File: src/rtl/abbi_pkg.sv
`default_nettype none

package abbi_pkg;

  // config register width and reset value
  localparam int unsigned CFG_W = 6;
  localparam logic [CFG_W-1:0] BLOCK_SIZE_RST = 6'd4;

  // per-block flip rule
  localparam logic [1:0] MODE_ALL   = 2'd0;
  localparam logic [1:0] MODE_ODD   = 2'd1;
  localparam logic [1:0] MODE_THIRD = 2'd2;

  localparam logic [1:0] THIRD_LAST = 2'd2;

  typedef struct packed {
    logic coded_bit;
    logic final_bit;
  } res_word_t;

endpackage

`default_nettype wire

File: src/rtl/abbi_enc.sv
`default_nettype none

module abbi_enc
  import abbi_pkg::*;
#(
  parameter int MAX_BLOCK = 32
) (
  input  wire logic             clk,
  input  wire logic             rst_n,
  input  wire logic [CFG_W-1:0] block_size,
  input  wire logic             in_valid,
  input  wire logic             in_data_bit,
  input  wire logic             in_stream_end,
  output logic                  in_ready,
  output logic                  res_valid,
  output res_word_t             res_word,
  input  wire logic             res_ready
);

  localparam int PW = (MAX_BLOCK > 1) ? $clog2(MAX_BLOCK) : 1;
  localparam int OW = $clog2(MAX_BLOCK + 1);
  localparam logic [CFG_W-1:0] MAX_SZ = CFG_W'(MAX_BLOCK);

  logic [PW-1:0] pos_r, pos_nxt;
  logic [OW-1:0] ones_r, ones_nxt;
  logic [1:0]    mode_r, mode_nxt;
  logic [1:0]    third_r, third_nxt;
  logic          pad_r, pad_nxt;

  logic             step;
  logic             b;
  logic             ending;
  logic             flip;
  logic             closed;
  logic [CFG_W-1:0] eff_size;
  logic [CFG_W-1:0] held;
  logic [CFG_W-1:0] ones_ext;
  logic [CFG_W-1:0] zeros;
  logic [OW-1:0]    ones_inc;
  logic [1:0]       close_mode;

  // padding zeros go out while the input is held off
  assign in_ready  = !pad_r && res_ready;
  assign res_valid = pad_r || in_valid;
  assign step      = res_valid && res_ready;
  assign b         = pad_r ? 1'b0 : in_data_bit;
  assign ending    = pad_r || in_stream_end;

  always_comb begin
    if (block_size == '0) begin
      eff_size = CFG_W'(1);
    end else if (block_size > MAX_SZ) begin
      eff_size = MAX_SZ;
    end else begin
      eff_size = block_size;
    end
  end

  always_comb begin
    unique case (mode_r)
      MODE_ODD:   flip = pos_r[0];
      MODE_THIRD: flip = (third_r == THIRD_LAST);
      default:    flip = 1'b1;
    endcase
  end

  assign ones_inc = ones_r + OW'(b);
  assign held     = CFG_W'(pos_r) + CFG_W'(1);
  assign ones_ext = CFG_W'(ones_inc);
  assign zeros    = held - ones_ext;
  assign closed   = (held >= eff_size);

  always_comb begin
    if (ones_ext == zeros) begin
      close_mode = MODE_ALL;
    end else if (zeros > ones_ext) begin
      close_mode = MODE_ODD;
    end else begin
      close_mode = MODE_THIRD;
    end
  end

  assign res_word.coded_bit = b ^ flip;
  assign res_word.final_bit = ending && closed;

  always_comb begin
    pos_nxt   = pos_r;
    ones_nxt  = ones_r;
    mode_nxt  = mode_r;
    third_nxt = third_r;
    pad_nxt   = pad_r;
    if (step) begin
      if (closed) begin
        pos_nxt   = '0;
        ones_nxt  = '0;
        third_nxt = '0;
        // end of stream: back to the first-block rule
        mode_nxt  = ending ? MODE_ALL : close_mode;
        pad_nxt   = 1'b0;
      end else begin
        pos_nxt   = PW'(held);
        ones_nxt  = ones_inc;
        third_nxt = (third_r == THIRD_LAST) ? 2'd0 : third_r + 2'd1;
        pad_nxt   = ending;
      end
    end
  end

  always_ff @(posedge clk) begin
    if (!rst_n) begin
      pos_r   <= '0;
      ones_r  <= '0;
      mode_r  <= MODE_ALL;
      third_r <= '0;
      pad_r   <= 1'b0;
    end else begin
      pos_r   <= pos_nxt;
      ones_r  <= ones_nxt;
      mode_r  <= mode_nxt;
      third_r <= third_nxt;
      pad_r   <= pad_nxt;
    end
  end

endmodule

`default_nettype wire

File: config.mk
export PLATFORM = sky130hd
export DESIGN_NAME = abbi_enc
export DESIGN_NICKNAME = d
export VERILOG_FILES = /design/src/rtl/abbi_pkg.sv /design/src/rtl/abbi_enc.sv
export SDC_FILE = /design/constraint.sdc
export NUM_CORES = 1
export LEC_CHECK = 0
export BUFFER_PORTS_ARGS = -buffer_cell sky130_fd_sc_hd__buf_2
export CAP_MARGIN = 20
export CORE_UTILIZATION = 46
export DETAILED_ROUTE_END_ITERATION = 10
export PLACE_DENSITY = 0.61
export SYNTH_ARGS = -nofsm -noshare
export SYNTH_HDL_FRONTEND = slang
export SYNTH_SLANG_ARGS = --single-unit
File: constraint.sdc
create_clock -name clk -period 9.8 [get_ports clk]
set_input_delay 0.49 -clock clk [delete_from_list [all_inputs] [get_ports clk]]
set_output_delay 0.49 -clock clk [all_outputs]
set_load 0.05 [all_outputs]
==> results of run 1 <==
sequential cells by signal, summed over array words and instances, names as in the netlist:
name     flops
pad_r        1
mode_r       2
ones_r       6
pos_r        5
third_r      2
worst max-delay path, stage by stage, from the launching register on:
cell     delay [ns]
dfxtp_1        0.37
nor2b_1        0.26
ha_1           0.24
nand4_1        0.18
xnor2_1        0.33
ha_1           0.26
nor2_1         0.05
a311o_1        0.36
xnor2_1        0.16
ha_1           0.26
and4_1         0.20
a31oi_1        0.21
or4bb_1        0.49
o21ai_0        0.08
placed cells by master (no fill, tap or decap), types with 2 or more instances in the layout:
master	instances
nand3_1	3
nor2_1	7
clkbuf_4	3
xnor2_1	10
dfxtp_1	16
o21ai_0	5
xor2_1	4
inv_1	10
nand4_1	3
and2_1	11
ha_1	21
o21a_1	2
a2bb2oi_1	2
a21o_1	4
buf_2	15
nand2_1	27
a21oi_1	5
o31ai_1	6
nor2b_1	5
xor2_2	2
per-layer routing:
layer  GRT usage, %  part of all wire [%]  wire (um)
met1           23.6                    49       1390
met2           35.4                    47       1320
met3           3.46                   2.5         71
met4           5.57                   1.2         35
met5              0                     0          0
logic make-up (layout without fill, tap and decap cells):
logic type / after synthesis / in the layout
XOR/XNOR: 16 / 16
AO/OA/AOI/OAI: 32 / 32
adder cells (fa/ha/maj): 23 / 23
buffers and inverters: 15 / 29
flip-flops: 16 / 16
AND/OR/NAND/NOR: 66 / 66
how the worst max path moves through the flow:
stage                                         to          startpoint  slack, ns
final                     mode_r[0]$_SDFFE_PN0P_  pad_r$_SDFFE_PN0P_       6.30
after global routing      mode_r[0]$_SDFFE_PN0P_  pad_r$_SDFFE_PN0P_       6.05
after CTS                 mode_r[0]$_SDFFE_PN0P_  pad_r$_SDFFE_PN0P_       6.30
after detailed placement  mode_r[0]$_SDFFE_PN0P_         in_data_bit       6.13
after global placement    mode_r[0]$_SDFFE_PN0P_         in_data_bit       6.22
after floorplan           mode_r[0]$_SDFFE_PN0P_         in_data_bit       6.55
through the flow:
stage | utilization [%] | total power, uW
after global routing | 54.0 | 178
final | 54.0 | 168
after global placement | 52.7 | 121
after floorplan | - | 110
after detailed placement | 52.7 | 122
after CTS | 54.0 | 170
area by class of cell:
| type | instances | share of cell area [%] |
|---|---|---|
| Multi-Input combinational cell | 137 | 66.4 |
| Sequential cell | 16 | 21.2 |
| Timing Repair Buffer | 15 | 4.96 |
| Tap cell | 31 | 2.56 |
| Inverter | 10 | 2.48 |
| Clock buffer | 4 | 2.40 |
power groups by stage:
stage               Clock (uW)  Combinational [uW]  Sequential (uW)
CTS                       49.4                51.6             68.9
global route              51.1                57.9             69.3
global placement             0                50.4             70.3
floorplan                    0                39.9             69.8
detailed placement           0                51.3             70.4
finish                    47.4                51.3             68.9
Yosys cell counts, types with 2 or more instances:
library cell	instances	share of area, %
nand3_1	3	1.1
nor2b_1	5	2.3
and2_1	11	5.0
xor2_2	2	2.4
a2bb2oi_1	2	1.3
nor2_1	7	1.9
xnor2_1	10	6.3
nand4_1	3	1.4
inv_1	10	2.7
dfxtp_1	16	23
a21oi_1	5	1.8
nand2_1	27	7.3
a21o_1	4	2.2
xor2_1	4	2.5
ha_1	21	19
o21ai_0	5	1.8
clkbuf_1	5	1.4
o21a_1	2	1.1
o31ai_1	6	3.3
==> metrics, run 1 <==
outcome=complete, no violations; Worst Skew=0.00356 ns; Synth Flop Type=dfxtp_1; mux cell area share after synthesis=0%; DR vias/cell=roughly 5.5; Post-CTS Hold Fix Bufs=0; Worst setup EP type=flip-flop; Fill cells=281; drt pass-1 iters=4; setup TNS=0 ns; final-report setup violation count=0; setup bufs post-CTS=0; Setup WS post-layout=6.30 ns; CTS Buffer Depth=2; drt total wl=about 2800 um; Post-Synthesis Cell Area=roughly 1400 sq um; post-CTS sizing=0; floorplan row count=19; reg2reg setup slack=between 6 and 7 ns; PwrDens=between 100 and 150 nW/um^2; R2R Path End=mode_r[0]$_SDFFE_PN0P_; Post-Synth XOR/XNOR Area=between 10% and 20%; WHS=about 0.49 ns; asr flop ratio synth=0%; R2R Path Start=pad_r$_SDFFE_PN0P_; critical path class=reg -> reg; Layout Cells excl Fill=roughly 210; Seq/Total Area, Yosys=about 23%; min cycle time layout=3.50 ns; Max Slew Vio Count=0; Slew HR=between 50% and 60%; CP Launch Type=flip-flop; Int Power=~110 uW; Switching Fraction=about a third; global route overflow=0; Placed Area=between 1000 and 1500 sq um; Max Clk Rate=~290 MHz; Residual DRC=0; Total GRT Usage=19.6%; mean area per synthesized cell=between 8 and 9 sq um; WP data arrival=3.73 ns; Register Area=approximately 320 sq um; Combinational Power Share=30.6%; nets=217; Final Cycle Share=35.7%; Compound-Gate Fraction of Synth Area=16.1%; Post-synth EDFFs=0; DIE AREA=between 3000 and 4000 sq um; Final Hold Viols=0; post-route ant nets=0; DP Wirelength=about 2100 um; clock network power share=28.2%; die width=56.8 um; I/O Buffers=15; RSZ-0062 raised after global routing=false; worst slack at placement=approximately 6.1 ns; Die H=56.8 um; R2R depth=13; Crit Path Max Fanout=6; Syn Nets=slightly above 200; CTS tree=done; leak pwr=~0.00066 uW; Hold EP=third_r[0]$_SDFFE_PN0P_; Initial Util=49.3%; Multi-input gate area=approximately 1000 sq um; synthesis warning total=0; Inserted Diodes=0; hold_sp=third_r[0]$_SDFFE_PN0P_; Placer Congestion=between 0.8 and 0.9; initial DRC count=30; Net Sw Power=56.2 uW; initial antenna violation count=0; clk sinks=16; Worst VDD drop=0.0000759 V; DR WL/cell=roughly 13 um; via count=around 1,200; I/O pin total=16; Min-Delay Path Depth=2; area grow syn2layout=9.50%; Synth Area in Adders=a little over a fifth; Clk pin slew, worst setup/hold paths=0.11 ns; layout cells sized above 1=around an eighth; CP Data Required Time=between 10 and 15 ns; Synth cell types=39; FF+latch count, synth=16; number of max-cap violations=0; gate count after technology mapping=roughly 170; Worst-Skew Late Latency=about 0.30 ns; core footprint=around 2800 sq um; vias in the first global route=1,170; final instance area=around 1500 sq um; pin count of the biggest net entering global routing=24; first-pass GRT wire length=between 4000 and 5000 um; Seq pwr share=between 40% and 50%; H-tree depth=1; Synth Area in Simple Gates=between 20% and 30%; Slew @ Worst Pin=0.737 ns; largest family of logic cells by synthesized area=simple AND/OR/NAND/NOR gates; root buf cell=clkbuf_4; worst hold path class=reg -> reg; CTS Buf Count=3; dpl cells=209
No activity file was read; power rests on OpenSTA's default activity.
==> inputs of run 2 (changes only) <==
clock period = 3.6 ns   (was 9.8 ns; I/O delays follow)
==> run 2 against run 1 <==
Critical path depth unchanged. Die area unchanged. Wire length down 0.85%. Non-clock buffer count up 4. Via count unchanged. Total power rose to 2.5 times the previous value. Sequential share of layout area down 0.26 points. First-iteration DRC count up 37%. Largest cell class unchanged.
==> metrics, run 2 (synthesized netlist as in run 1, its figures left out) <==
Worst VDD drop=0.000239 V (+210%); root buf cell=clkbuf_4; DP Wirelength=2220 um (+3.4%); Int Power=282 uW (+150%); drt total wl=2790 um (-0.85%); CP Launch Type=flip-flop; worst slack at placement=0.166 ns (-5.97 ns); R2R depth=13 (unchanged); WP data arrival=3.56 ns (-0.17 ns); post-route ant nets=0 (unchanged); Initial Util=49.3% (unchanged); I/O pin total=16 (unchanged); critical path class=reg -> reg; final-report setup violation count=0 (unchanged); Inserted Diodes=0 (unchanged); DR vias/cell=5.40 (-1.4%); Reg with most FFs=ones_r; reg2reg setup slack=0.26 ns (-6.04 ns); Worst Setup SP=pad_r$_SDFFE_PN0P_; Net Sw Power=141 uW (+150%); CTS Buffer Depth=2 (unchanged); Clk pin slew, worst setup/hold paths=0.10 ns (about the same); layout cells sized above 1=14.1% (+2.0 points); Combinational Power Share=33.9% (+3.3 points); DIE AREA=3230 sq um (unchanged); Final Cycle Share=92.7% (+57 points); Min-Delay Path Depth=3 (+1); leak pwr=0.000677 uW (+2.2%); die width=56.8 um (unchanged); Total GRT Usage=19.5% (-0.058 points); I/O Buffers=15 (unchanged); outcome=complete, no violations; biggest regs=ones_r: 6 flops, pos_r: 5 flops; CP Data Required Time=3.82 ns (-6.22 ns); clk sinks=16 (unchanged); setup TNS=0 ns (unchanged); nets=221 (+1.8%); pin count of the biggest net entering global routing=24 (unchanged); Total Power=424 uW (+150%); CP endpoint=mode_r[0]$_SDFFE_PN0P_; number of max-cap violations=0 (unchanged); R2R Path End=mode_r[0]$_SDFFE_PN0P_; Slew @ Worst Pin=0.729 ns (-0.00870 ns); CTS Buf Count=3 (unchanged); global route overflow=0 (unchanged); area grow syn2layout=10.9%; PwrDens=276 nW/um^2 (+150%); most frequent cells in the layout=nand2_1 (27), ha_1 (21), dfxtp_1 (16); DR WL/cell=12.9 um (-2.2%); R2R Path Start=pad_r$_SDFFE_PN0P_; Worst Skew=0.00804 ns (+0.00448 ns); Max Clk Rate=300 MHz (+4.8%); worst hold path class=in -> reg; initial DRC count=41 (+37%); final core occ=54.6% (+0.67 points); clock network power share=22.2% (-6.0 points); Slew HR=51.3% (+0.58 points); Placer Congestion=0.870 (+2.3%); Multi-input gate area=1010 sq um (+0.25%); RSZ-0062 raised after global routing=false; Worst-Skew Late Latency=0.29 ns (about the same); Worst setup EP type=flip-flop; CTS tree=done; vias in the first global route=1,131 (-3.3%); Residual DRC=0 (unchanged); drt pass-1 iters=4 (unchanged); most common cell after layout, fill and taps aside=nand2_1; Max Slew Vio Count=0 (unchanged); Fill cells=271 (-3.6%); setup bufs post-CTS=0 (unchanged); Setup WS post-layout=0.264 ns (-6.04 ns); Seq pwr share=43.9% (+2.8 points); Register Area=320 sq um (unchanged); Crit Path Max Fanout=6 (unchanged); via count=1,166 (unchanged); first-pass GRT wire length=4930 um (+0.69%); Final Hold Viols=0 (unchanged); floorplan row count=19 (unchanged); initial antenna violation count=0 (unchanged); Switching Fraction=33.4% (-0.096 points); Die H=56.8 um (unchanged); H-tree depth=1 (unchanged); Largest register FFs=6 (unchanged); min cycle time layout=3.34 ns (-0.161 ns); core footprint=2810 sq um (unchanged)
## run 2: changes by cell type in the layout (fill, tap and decap cells not counted), sizes merged
cell and change:
buf +4, clkbuf -1
## run 2: worst min path at each step
stage                             from                       to  slack (ns)
2_1_floorplan                    rst_n    pos_r[4]$_SDFFE_PN0P_        0.31
3_3_place_gp   third_r[0]$_SDFFE_PN0P_  third_r[0]$_SDFFE_PN0P_        0.46
3_5_place_dp   third_r[0]$_SDFFE_PN0P_  third_r[0]$_SDFFE_PN0P_        0.48
4_1_cts                  in_stream_end       pad_r$_SDFFE_PN0P_        0.21
5_1_grt                  in_stream_end       pad_r$_SDFFE_PN0P_        0.25
6_report                 in_stream_end       pad_r$_SDFFE_PN0P_        0.23
## run 2: what timing repair did
action,4_1_cts,5_1_grt
hold buffers,0,0
setup endpoints to repair,0,1
gates resized for setup,0,1
## run 2: cell type report
type / count / area share (%)
well taps: 31 / 2.53
multi-input cells: 137 / 65.8
flip-flops and latches: 16 / 20.9
clock buffers: 3 / 1.47
inverters: 10 / 2.45
repair buffers: 19 / 6.86
## run 2: power groups by stage
| stage | Sequential (uW) | Clock, uW | Combinational, uW |
|---|---|---|---|
| floorplan | 190 | 0 | 109 |
| global placement | 189 | 0 | 140 |
| detailed placement | 190 | 0 | 143 |
| CTS | 186 | 101 | 144 |
| global route | 187 | 108 | 161 |
| finish | 186 | 94.2 | 144 |
## run 2: stage by stage
stage / cell area (sq um) / std cells / hold WS [ns]
after floorplan: 1380 / 168 / 0.308
after global placement: 1510 / 213 / 0.460
after detailed placement: 1510 / 213 / 0.478
after CTS: 1530 / 216 / 0.209
after global routing: 1530 / 216 / 0.246
final: 1530 / 216 / 0.235
## run 2: routing by layer
metal / routed length (um) / GRT usage [%]
met1: 1420 / 24.8
met2: 1280 / 33.8
met3: 73 / 3.69
met4: 21 / 4.88
met5: 0 / 0
## run 2: worst max-delay path, cell delays in order (launching register included)
cell,delay [ns]
dfxtp_1,0.37
nor2b_2,0.20
ha_1,0.20
nand4_1,0.15
xnor2_1,0.28
ha_1,0.25
nor2_1,0.06
a311o_1,0.35
xnor2_1,0.18
ha_1,0.26
and4_1,0.19
a31oi_1,0.22
or4bb_1,0.49
o21ai_0,0.08
