[src/rtl/abbi_pkg.sv]
`default_nettype none

package abbi_pkg;

  // config register width and reset value
  localparam int unsigned CFG_W = 6;
  localparam logic [CFG_W-1:0] BLOCK_SIZE_RST = 6'd4;

  // per-block flip rule
  localparam logic [1:0] MODE_ALL   = 2'd0;
  localparam logic [1:0] MODE_ODD   = 2'd1;
  localparam logic [1:0] MODE_THIRD = 2'd2;

  localparam logic [1:0] THIRD_LAST = 2'd2;

  typedef struct packed {
    logic coded_bit;
    logic final_bit;
  } res_word_t;

endpackage

`default_nettype wire

[src/rtl/abbi_skid.sv]
`default_nettype none

module abbi_skid
  import abbi_pkg::*;
(
  input  wire logic       clk,
  input  wire logic       rst_n,
  input  wire logic       up_valid,
  input  res_word_t       up_word,
  output logic            up_ready,
  output logic            dn_valid,
  output res_word_t       dn_word,
  input  wire logic       dn_ready
);

  logic      out_v_r, out_v_nxt;
  logic      skid_v_r, skid_v_nxt;
  res_word_t out_word_r, out_word_nxt;
  res_word_t skid_word_r, skid_word_nxt;
  logic      push;
  logic      pop;

  // ready comes from a flop only
  assign up_ready = !skid_v_r;
  assign push     = up_valid && up_ready;
  assign pop      = dn_ready || !out_v_r;
  assign dn_valid = out_v_r;
  assign dn_word  = out_word_r;

  always_comb begin
    out_v_nxt     = out_v_r;
    skid_v_nxt    = skid_v_r;
    out_word_nxt  = out_word_r;
    skid_word_nxt = skid_word_r;
    if (pop) begin
      if (skid_v_r) begin
        out_word_nxt = skid_word_r;
        out_v_nxt    = 1'b1;
        skid_v_nxt   = 1'b0;
      end else if (push) begin
        out_word_nxt = up_word;
        out_v_nxt    = 1'b1;
      end else begin
        out_v_nxt = 1'b0;
      end
    end else if (push) begin
      skid_word_nxt = up_word;
      skid_v_nxt    = 1'b1;
    end
  end

  always_ff @(posedge clk) begin
    if (!rst_n) begin
      out_v_r  <= 1'b0;
      skid_v_r <= 1'b0;
    end else begin
      out_v_r  <= out_v_nxt;
      skid_v_r <= skid_v_nxt;
    end
  end

  always_ff @(posedge clk) begin
    out_word_r  <= out_word_nxt;
    skid_word_r <= skid_word_nxt;
  end

endmodule

`default_nettype wire

[config.mk]
export PLATFORM = sky130hd
export DESIGN_NAME = abbi_skid
export DESIGN_NICKNAME = d
export VERILOG_FILES = /design/src/rtl/abbi_pkg.sv /design/src/rtl/abbi_skid.sv
export SDC_FILE = /design/constraint.sdc
export NUM_CORES = 1
export LEC_CHECK = 0
export ABC_AREA = 0
export BUFFER_PORTS_ARGS = -buffer_cell sky130_fd_sc_hd__buf_2
export CORE_AREA = 2 2 39 41
export CTS_CLUSTER_DIAMETER = 50
export DETAILED_ROUTE_END_ITERATION = 10
export DIE_AREA = 0 0 41 43
export HOLD_SLACK_MARGIN = 0.03
export MAX_ROUTING_LAYER = met4
export PLACE_DENSITY_LB_ADDON = 0.05
export SLEW_MARGIN = 20
export SYNTH_ARGS = -nofsm -noshare
export SYNTH_HDL_FRONTEND = slang
export SYNTH_SLANG_ARGS = --single-unit
[constraint.sdc]
create_clock -name clk -period 1.4 [get_ports clk]
set_input_delay 0.14 -clock clk [delete_from_list [all_inputs] [get_ports clk]]
set_output_delay 0.14 -clock clk [all_outputs]
set_load 0.02 [all_outputs]
==> impl_metrics.ini, run 1 <==
[route]
firstDrtPassIters = 1
vias = 157
wl_um = 428
drt_iter0_drc = 0
wire_per_inst_um = 9.73
ant_nets = 0
drc = 0
avgViaCountPerCell = 3.57

[sta]
setup_slack_ns = 0.295
fin_crit_ns = 1.11
fin_setup_tns_ns = 0
worst_pin_slew_ns = 0.342
maxClockFrequency_ghz = 0.905
finalHoldViolCount = 0
fin_crit_sh_pct = 79.0
finalMaxSlewViolations = 0
setup_viol = 0
rsz0062_at_grt = false
holdWs_ns = 0.0801
slew_headroom_pct = 77.1
finalClockSkew_ns = 0.00298

[cells_and_area]
n_antenna_cell = 0
regArea_um2 = 160
nFillCells = 157
synthToLayoutAreaGrowth_pct = 38.2
multi_input_area_um2 = 75.1
layout.nets = 35
final_area_um2 = 330
fin_util_pct = 23.9
layout-drive-gt1-share_pct = 57.1
instances_no_fill = 44

[synthesis]
synth.most_common_cell = edfxtp_1
synth_top_area_share_pct = 50.3
ys_ff_latch = 6
synth_nets = 21
synth_area_leader_cell = edfxtp_1
syn_inst = 15
yosysWarnings = 0
ys_async_sr_fraction_pct = 0
synth_edf_count = 4
synth_area_per_cell_um2 = 15.9
synthesis.area_um2 = 239
synth-main-ff-cell = edfxtp_1
synth_common_cells = edfxtp_1 (4), dfxtp_1 (2), mux2_2 (2)
synth_area_leaders = edfxtp_1 (50%), dfxtp_1 (17%), mux2_2 (9.4%)
yosysUniqueCellTypes = 10
synth-seq-area-share_pct = 67.0

[setup_path]
cp.required_ns = 1.31
crit_path_start_kind = flop
worstSetupEndpointType = flop
crit_type = reg2reg
crit_fanout = 4
r2r-start = dn_valid
rrSetupSlack_ns = 0.29
cp_data_arrival_time_ns = 1.02
worstReg2RegEnd = skid_word_r[0]
ff2ff_path_depth = 2

[global_routing]
grt_use_total_pct = 6.62
grt_start_max_net_pins = 7
gr-total-overflow = 0
grt_first_pass_wirelength_um = 655
grt_pass1_vias = 171
grt_antenna_before_repair = 0

[place]
place_congestion = 0.661
port_buffers = 9
dp.cells = 40
dpl_cell_area_um2 = 304
hpwl_um = 325
dpl_worst_slack_ns = 0.303

[clock_tree]
htreeDepth = 1
clk_pin_slew_ns = 0.05
cts-resized-gates = 0
root_buffer = clkbuf_4
post_cts_buffers = 0
cts.sinks = 6
cts_tree = done
cts_buffers = 3
clockBufferDepth = 2
clock_latency_ns = 0.25
cts_hold_buf = 0

[power_and_ir_drop]
power_density_nw_per_um2 = 1280
finalPower_mw = 0.422
p_clk_share_pct = 42.9
swShare_pct = 22.8
switchingPower_mw = 0.0963
combPwrFrac_pct = 9.2
ir_worst_vdd_v = 0.000258
p_leak_nw = 0.130
seqPwrFrac_pct = 47.9
power.internal_mw = 0.326

[die]
die_area_um2 = 1760
die_y_um = 43
fp-row-count = 14
core-area_um2 = 1380
start_util_pct = 17.3
io_pins = 10
die_w_um = 41

[flow_run]
cap_viol_max_count = 0

[worst_hold_path]
hp-start = up_word[1]
hp-class = in2reg
holdPathStages = 1
holdPathEnd = skid_word_r[1]

[status]
status = finished, final reports clean
==> state kept, by name, indices dropped and copies added (netlist names) <==
name,count
dn_valid,1
skid_v_r,1
dn_word,2
skid_word_r,2
==> cells in the final DEF, fill, tap and decap left out <==
cell type,instances
a21boi_1,1
buf_2,9
clkbuf_1,1
clkbuf_4,3
dfxtp_1,2
edfxtp_1,4
inv_1,1
mux2_2,2
nand2b_4,1
nor2_1,1
nor3b_1,1
nor3b_2,1
o21a_1,1
==> area by class of cell <==
| class | instances | area share [%] |
|---|---|---|
| Clock buffer | 4 | 7.95 |
| Multi-Input combinational cell | 8 | 22.7 |
| Inverter | 1 | 1.14 |
| Sequential cell | 6 | 48.5 |
| Tap cell | 16 | 6.06 |
| Timing Repair Buffer | 9 | 13.6 |
==> power groups by stage <==
stage	Combinational, mW	Clock (mW)	Sequential (mW)
finish	0.0387	0.181	0.202
global route	0.0423	0.199	0.203
CTS	0.0393	0.188	0.202
detailed placement	0.0391	0	0.206
global placement	0.0399	0	0.206
floorplan	0.0154	0	0.213
==> logic make-up after synthesis <==
| group | Yosys count | share of synthesized area (%) |
|---|---|---|
| flip-flops | 6 | 67.0 |
| AND/OR/NAND/NOR | 4 | 15.7 |
| buffers and inverters | 1 | 1.57 |
| multiplexers | 2 | 9.42 |
| AO/OA/AOI/OAI | 2 | 6.29 |
==> routing by layer <==
layer  up-vias  global-route usage, %  share of wire (%)
met5         -                      -                  0
met4         0                   10.0               0.93
met3         2                   3.14                7.5
met2         5                   6.88                 49
met1        69                   6.86                 42
li1         81                      -                  -
==> worst max-delay path: stages (launching register included) <==
cell      delay (ns)
dfxtp_1         0.36
nand2b_4        0.08
nor3b_1         0.33
==> worst max path at each step <==
stage | startpoint | endpoint | slack (ns) | depth (start not counted)
final | dn_valid | skid_word_r[0] | 0.29 | 2
after detailed placement | dn_valid | skid_word_r[1] | 0.30 | 2
after floorplan | dn_valid | skid_word_r[0] | 0.25 | 2
after global placement | dn_valid | skid_word_r[1] | 0.31 | 2
after global routing | dn_valid | skid_word_r[0] | 0.20 | 2
after CTS | dn_valid | skid_word_r[0] | 0.27 | 2
(Power assumes the default switching activity.)
==> run 2, diff against run 1 <==
==> constraint.sdc (replaced) <==
create_clock -name clk -period 1.1 [get_ports clk]
set_input_delay 0.11 -clock clk [delete_from_list [all_inputs] [get_ports clk]]
set_output_delay 0.11 -clock clk [all_outputs]
set_load 0.02 [all_outputs]
==> run 2 against run 1 <==
Net effect: utilization up 0.45 points; critical path depth down 1; global-route usage down 0.31 points; critical endpoint is now dn_word[0]; largest power group unchanged; register-to-register slack worse by 0.25 ns; largest cell class unchanged; clock-buffer cell count unchanged; sequential power up 28%.
==> impl_metrics.ini, run 2 (synthesis results as in run 1) <==
[status]
status = finished, final reports clean

[clock_tree]
cts_hold_buf = 0
cts_tree = done
clockBufferDepth = 2
clk_pin_slew_ns = 0.05
cts_buffers = 3
htreeDepth = 1
post_cts_buffers = 0
clock_latency_ns = 0.24
cts.sinks = 6
root_buffer = clkbuf_4

[cells_and_area]
nFillCells = 162
synthToLayoutAreaGrowth_pct = 40.8
layout.nets = 35
multi_input_area_um2 = 80.1
final_cell_mix = buf_2 (9), edfxtp_1 (4), clkbuf_4 (3), nor3b_2 (2), mux2_2 (2)
regArea_um2 = 161
n_antenna_cell = 0
instances_no_fill = 44
layout-drive-gt1-share_pct = 64.3
final_common_cell = buf_2

[global_routing]
gr-total-overflow = 0
grt_antenna_before_repair = 0
grt_start_max_net_pins = 7
grt_use_total_pct = 6.31
grt_pass1_vias = 143
grt_first_pass_wirelength_um = 634

[die]
fp-row-count = 14
die_y_um = 43
die_w_um = 41
start_util_pct = 17.3
die_area_um2 = 1760
core-area_um2 = 1380
io_pins = 10

[route]
wl_um = 411
drt_iter0_drc = 1
ant_nets = 0
avgViaCountPerCell = 3.73
wire_per_inst_um = 9.34
drc = 0
firstDrtPassIters = 2
vias = 164

[setup_path]
crit_buf_inv = 0
cp_data_arrival_time_ns = 1.05
worstReg2RegEnd = dn_word[0]
r2r-start = skid_v_r
startpoint = skid_v_r
ff2ff_path_depth = 1
crit_chain = mux2_2
worstSetupEndpointType = flop
crit_path_top_delay_cell = dfxtp_1
rrSetupSlack_ns = 0.04
max_stage_delay_ns = 0.44
cp-endpoint = dn_word[0]
cp_top_family = flip-flops
crit_path_start_kind = flop
cp.depth = 1
crit_type = reg2reg
crit_fanout = 6
cp.required_ns = 1.09

[power_and_ir_drop]
p_leak_nw = 0.132
power_density_nw_per_um2 = 1570
ir_worst_vdd_v = 0.000500

[place]
port_buffers = 9
hpwl_um = 319
dpl_worst_slack_ns = -0.0269
place_congestion = 0.614
dp.cells = 40

[sta]
setup_slack_ns = 0.0422
fin_crit_ns = 1.06
rsz0062_at_grt = false
maxClockFrequency_ghz = 0.945
worst_pin_slew_ns = 0.233
fin_setup_tns_ns = 0
finalHoldViolCount = 0
setup_viol = 0
fin_crit_sh_pct = 96.2
finalClockSkew_ns = 0.00165
slew_headroom_pct = 84.4
finalMaxSlewViolations = 0
holdWs_ns = 0.0578

[flow_run]
cap_viol_max_count = 0

[worst_hold_path]
hp-class = in2reg
## run 2: cell types whose count changed in the layout (fill, tap and decap cells not counted)
cell / previous run / this run
dfxtp_1: 2 / 1
nor3b_1: 1 / 0
nor3b_2: 1 / 2
dfxtp_2: 0 / 1
## run 2: stage by stage
step / total power, mW / util [%] / instance area, µm²
floorplan: 0.292 / - / 240
global placement: 0.314 / 22.1 / 305
detailed placement: 0.313 / 22.1 / 305
CTS: 0.544 / 24.3 / 337
global route: 0.559 / 24.3 / 337
finish: 0.530 / 24.3 / 337
## run 2: area by class of cell
cell class	count	share of cell area, %
inverter	1	1.12
sequential	6	48.0
tap	16	5.95
clock buffer	4	7.81
multi-input combinational	8	23.8
timing repair buffer	9	13.4
## run 2: power by group
| part | internal (mW) | switching (mW) | leakage (nW) |
|---|---|---|---|
| clock | 0.138 | 0.0838 | 0.0150 |
| combinational | 0.0244 | 0.0260 | 0.0625 |
| sequential | 0.253 | 0.00503 | 0.0543 |
| total | 0.415 | 0.115 | 0.132 |
## run 2: how the worst min path moves through the flow
stage                     startpoint              to  slack, ns  depth (start not counted)
after floorplan           up_word[0]  skid_word_r[0]       0.21                          0
after global placement    up_word[1]  skid_word_r[1]       0.31                          1
after detailed placement  up_word[1]  skid_word_r[1]       0.31                          1
after CTS                 up_word[1]  skid_word_r[1]       0.04                          1
after global routing      up_word[1]  skid_word_r[1]       0.04                          1
final                     up_word[0]  skid_word_r[0]       0.06                          1
## run 2: metal layers
layer	vias to the layer above	wire (µm)	part of all wire, %	GRT usage, %
li1	83	-	-	-
met1	76	179	44	7.52
met2	5	204	50	6.25
met3	0	27	6.6	3.14
met4	0	0	0	8.00
met5	-	0	0	-
## run 2: what timing repair did
item                                   in CTS  in global routing
gates resized for setup                     1                  0
setup endpoints to repair                   2                  0
endpoints found under the hold margin       0                  0
==> run 3, diff against run 2 <==
--- a/config.mk
+++ b/config.mk
@@ -14,6 +14,7 @@
 export HOLD_SLACK_MARGIN = 0.03
 export MAX_ROUTING_LAYER = met4
 export PLACE_DENSITY_LB_ADDON = 0.05
+export RECOVER_POWER = 100
 export SLEW_MARGIN = 20
 export SYNTH_ARGS = -nofsm -noshare
 export SYNTH_HDL_FRONTEND = slang
==> run 3 against run 2 <==
Net effect: final area fell by 1.9%; sequential share of layout area rose by 0.53 points; setup slack is essentially flat; fmax is essentially flat; register-to-register slack hardly changed.
==> impl_metrics.ini, run 3 (synthesis results as in run 1) <==
[place]
dp.cells = 40
dpl_cell_area_um2 = 305
place_congestion = 0.614
hpwl_um = 319
port_buffers = 9

[sta]
fin_crit_ns = 1.06
worst_pin_slew_ns = 0.255
finalMaxSlewViolations = 0
finalClockSkew_ns = 0.00165
holdWs_ns = 0.0611
finalHoldViolCount = 0
fin_crit_sh_pct = 96.2
slew_headroom_pct = 83.1
setup_viol = 0
maxClockFrequency_ghz = 0.945
rsz0062_at_grt = false
fin_setup_tns_ns = 0

[route]
wl_um = 418
firstDrtPassIters = 2
drc = 0
avgViaCountPerCell = 3.73
wire_per_inst_um = 9.50
ant_nets = 0
drt_iter0_drc = 1
vias = 164

[global_routing]
grt_pass1_vias = 143
grt_start_max_net_pins = 7
grt_antenna_before_repair = 0
grt_first_pass_wirelength_um = 634
gr-total-overflow = 0
grt_use_total_pct = 6.31

[worst_hold_path]
hp-class = in2reg

[die]
io_pins = 10
fp-row-count = 14
die_area_um2 = 1760
die_w_um = 41
start_util_pct = 17.3
core-area_um2 = 1380
die_y_um = 43

[power_and_ir_drop]
ir_worst_vdd_v = 0.000499
power_density_nw_per_um2 = 1600
p_leak_nw = 0.121

[clock_tree]
clockBufferDepth = 2
cts_buffers = 3
clock_latency_ns = 0.24
cts_tree = done
cts_hold_buf = 0
root_buffer = clkbuf_4
post_cts_buffers = 0
htreeDepth = 1
cts-resized-gates = 1
cts.sinks = 6
clk_pin_slew_ns = 0.05

[setup_path]
crit_buf_inv = 0
crit_type = reg2reg
cp_data_arrival_time_ns = 1.05
cp_top_family = flip-flops
crit_fanout = 6
max_stage_delay_ns = 0.44
worstSetupEndpointType = flop
crit_chain = mux2_2
cp.required_ns = 1.09
crit_path_top_delay_cell = dfxtp_1
crit_path_start_kind = flop

[cells_and_area]
final_area_um2 = 330
instances_no_fill = 44
nFillCells = 163
synthToLayoutAreaGrowth_pct = 38.2
layout-drive-gt1-share_pct = 46.4
n_antenna_cell = 0
final_cell_mix = clkbuf_1 (5), edfxtp_1 (4), buf_2 (4), clkbuf_4 (3)
final_common_cell = clkbuf_1
layout.nets = 35

[status]
status = finished, final reports clean

[flow_run]
cap_viol_max_count = 0
## run 3: cell type report
cell class	count	area (µm²)	area share [%]
clock buffers	4	26.3	7.95
inverters	1	3.75	1.14
multi-input cells	8	80.1	24.2
flip-flops and latches	6	160	48.5
well taps	16	20.0	6.06
repair buffers	9	40.0	12.1
## run 3: metrics by stage
stage / util [%] / worst slack, ns / total power [mW]
after detailed placement: 22.1 / -0.0269 / 0.313
after global routing: 23.9 / 0.00176 / 0.556
after floorplan: - / 0.0368 / 0.292
after CTS: 24.3 / 0.0369 / 0.544
after global placement: 22.1 / -0.0264 / 0.314
final: 23.9 / 0.0423 / 0.527
## run 3: worst paths after layout
check                                 from              to  slack, ns  cells after the start
worst max-delay path              skid_v_r      dn_word[0]       0.04                      1
worst min register to register    dn_valid        skid_v_r       0.51                      2
worst max register to register    skid_v_r      dn_word[0]       0.04                      1
worst min-delay path            up_word[1]  skid_word_r[1]       0.06                      1
## run 3: report_power, final
part | leakage (nW) | total (mW) | switching (mW) | internal, mW
logic | 0.0515 | 0.0475 | 0.0259 | 0.0216
registers | 0.0541 | 0.258 | 0.00532 | 0.253
clock network | 0.0150 | 0.222 | 0.0839 | 0.138
total | 0.121 | 0.527 | 0.115 | 0.412
## run 3: routing by layer
metal / vias to the layer above / part of all wire [%] / GRT usage [%]
met5: - / 0 / -
met4: 0 / 0 / 8.00
met3: 0 / 6.5 / 3.14
met2: 5 / 49 / 6.25
met1: 76 / 44 / 7.52
li1: 83 / - / -
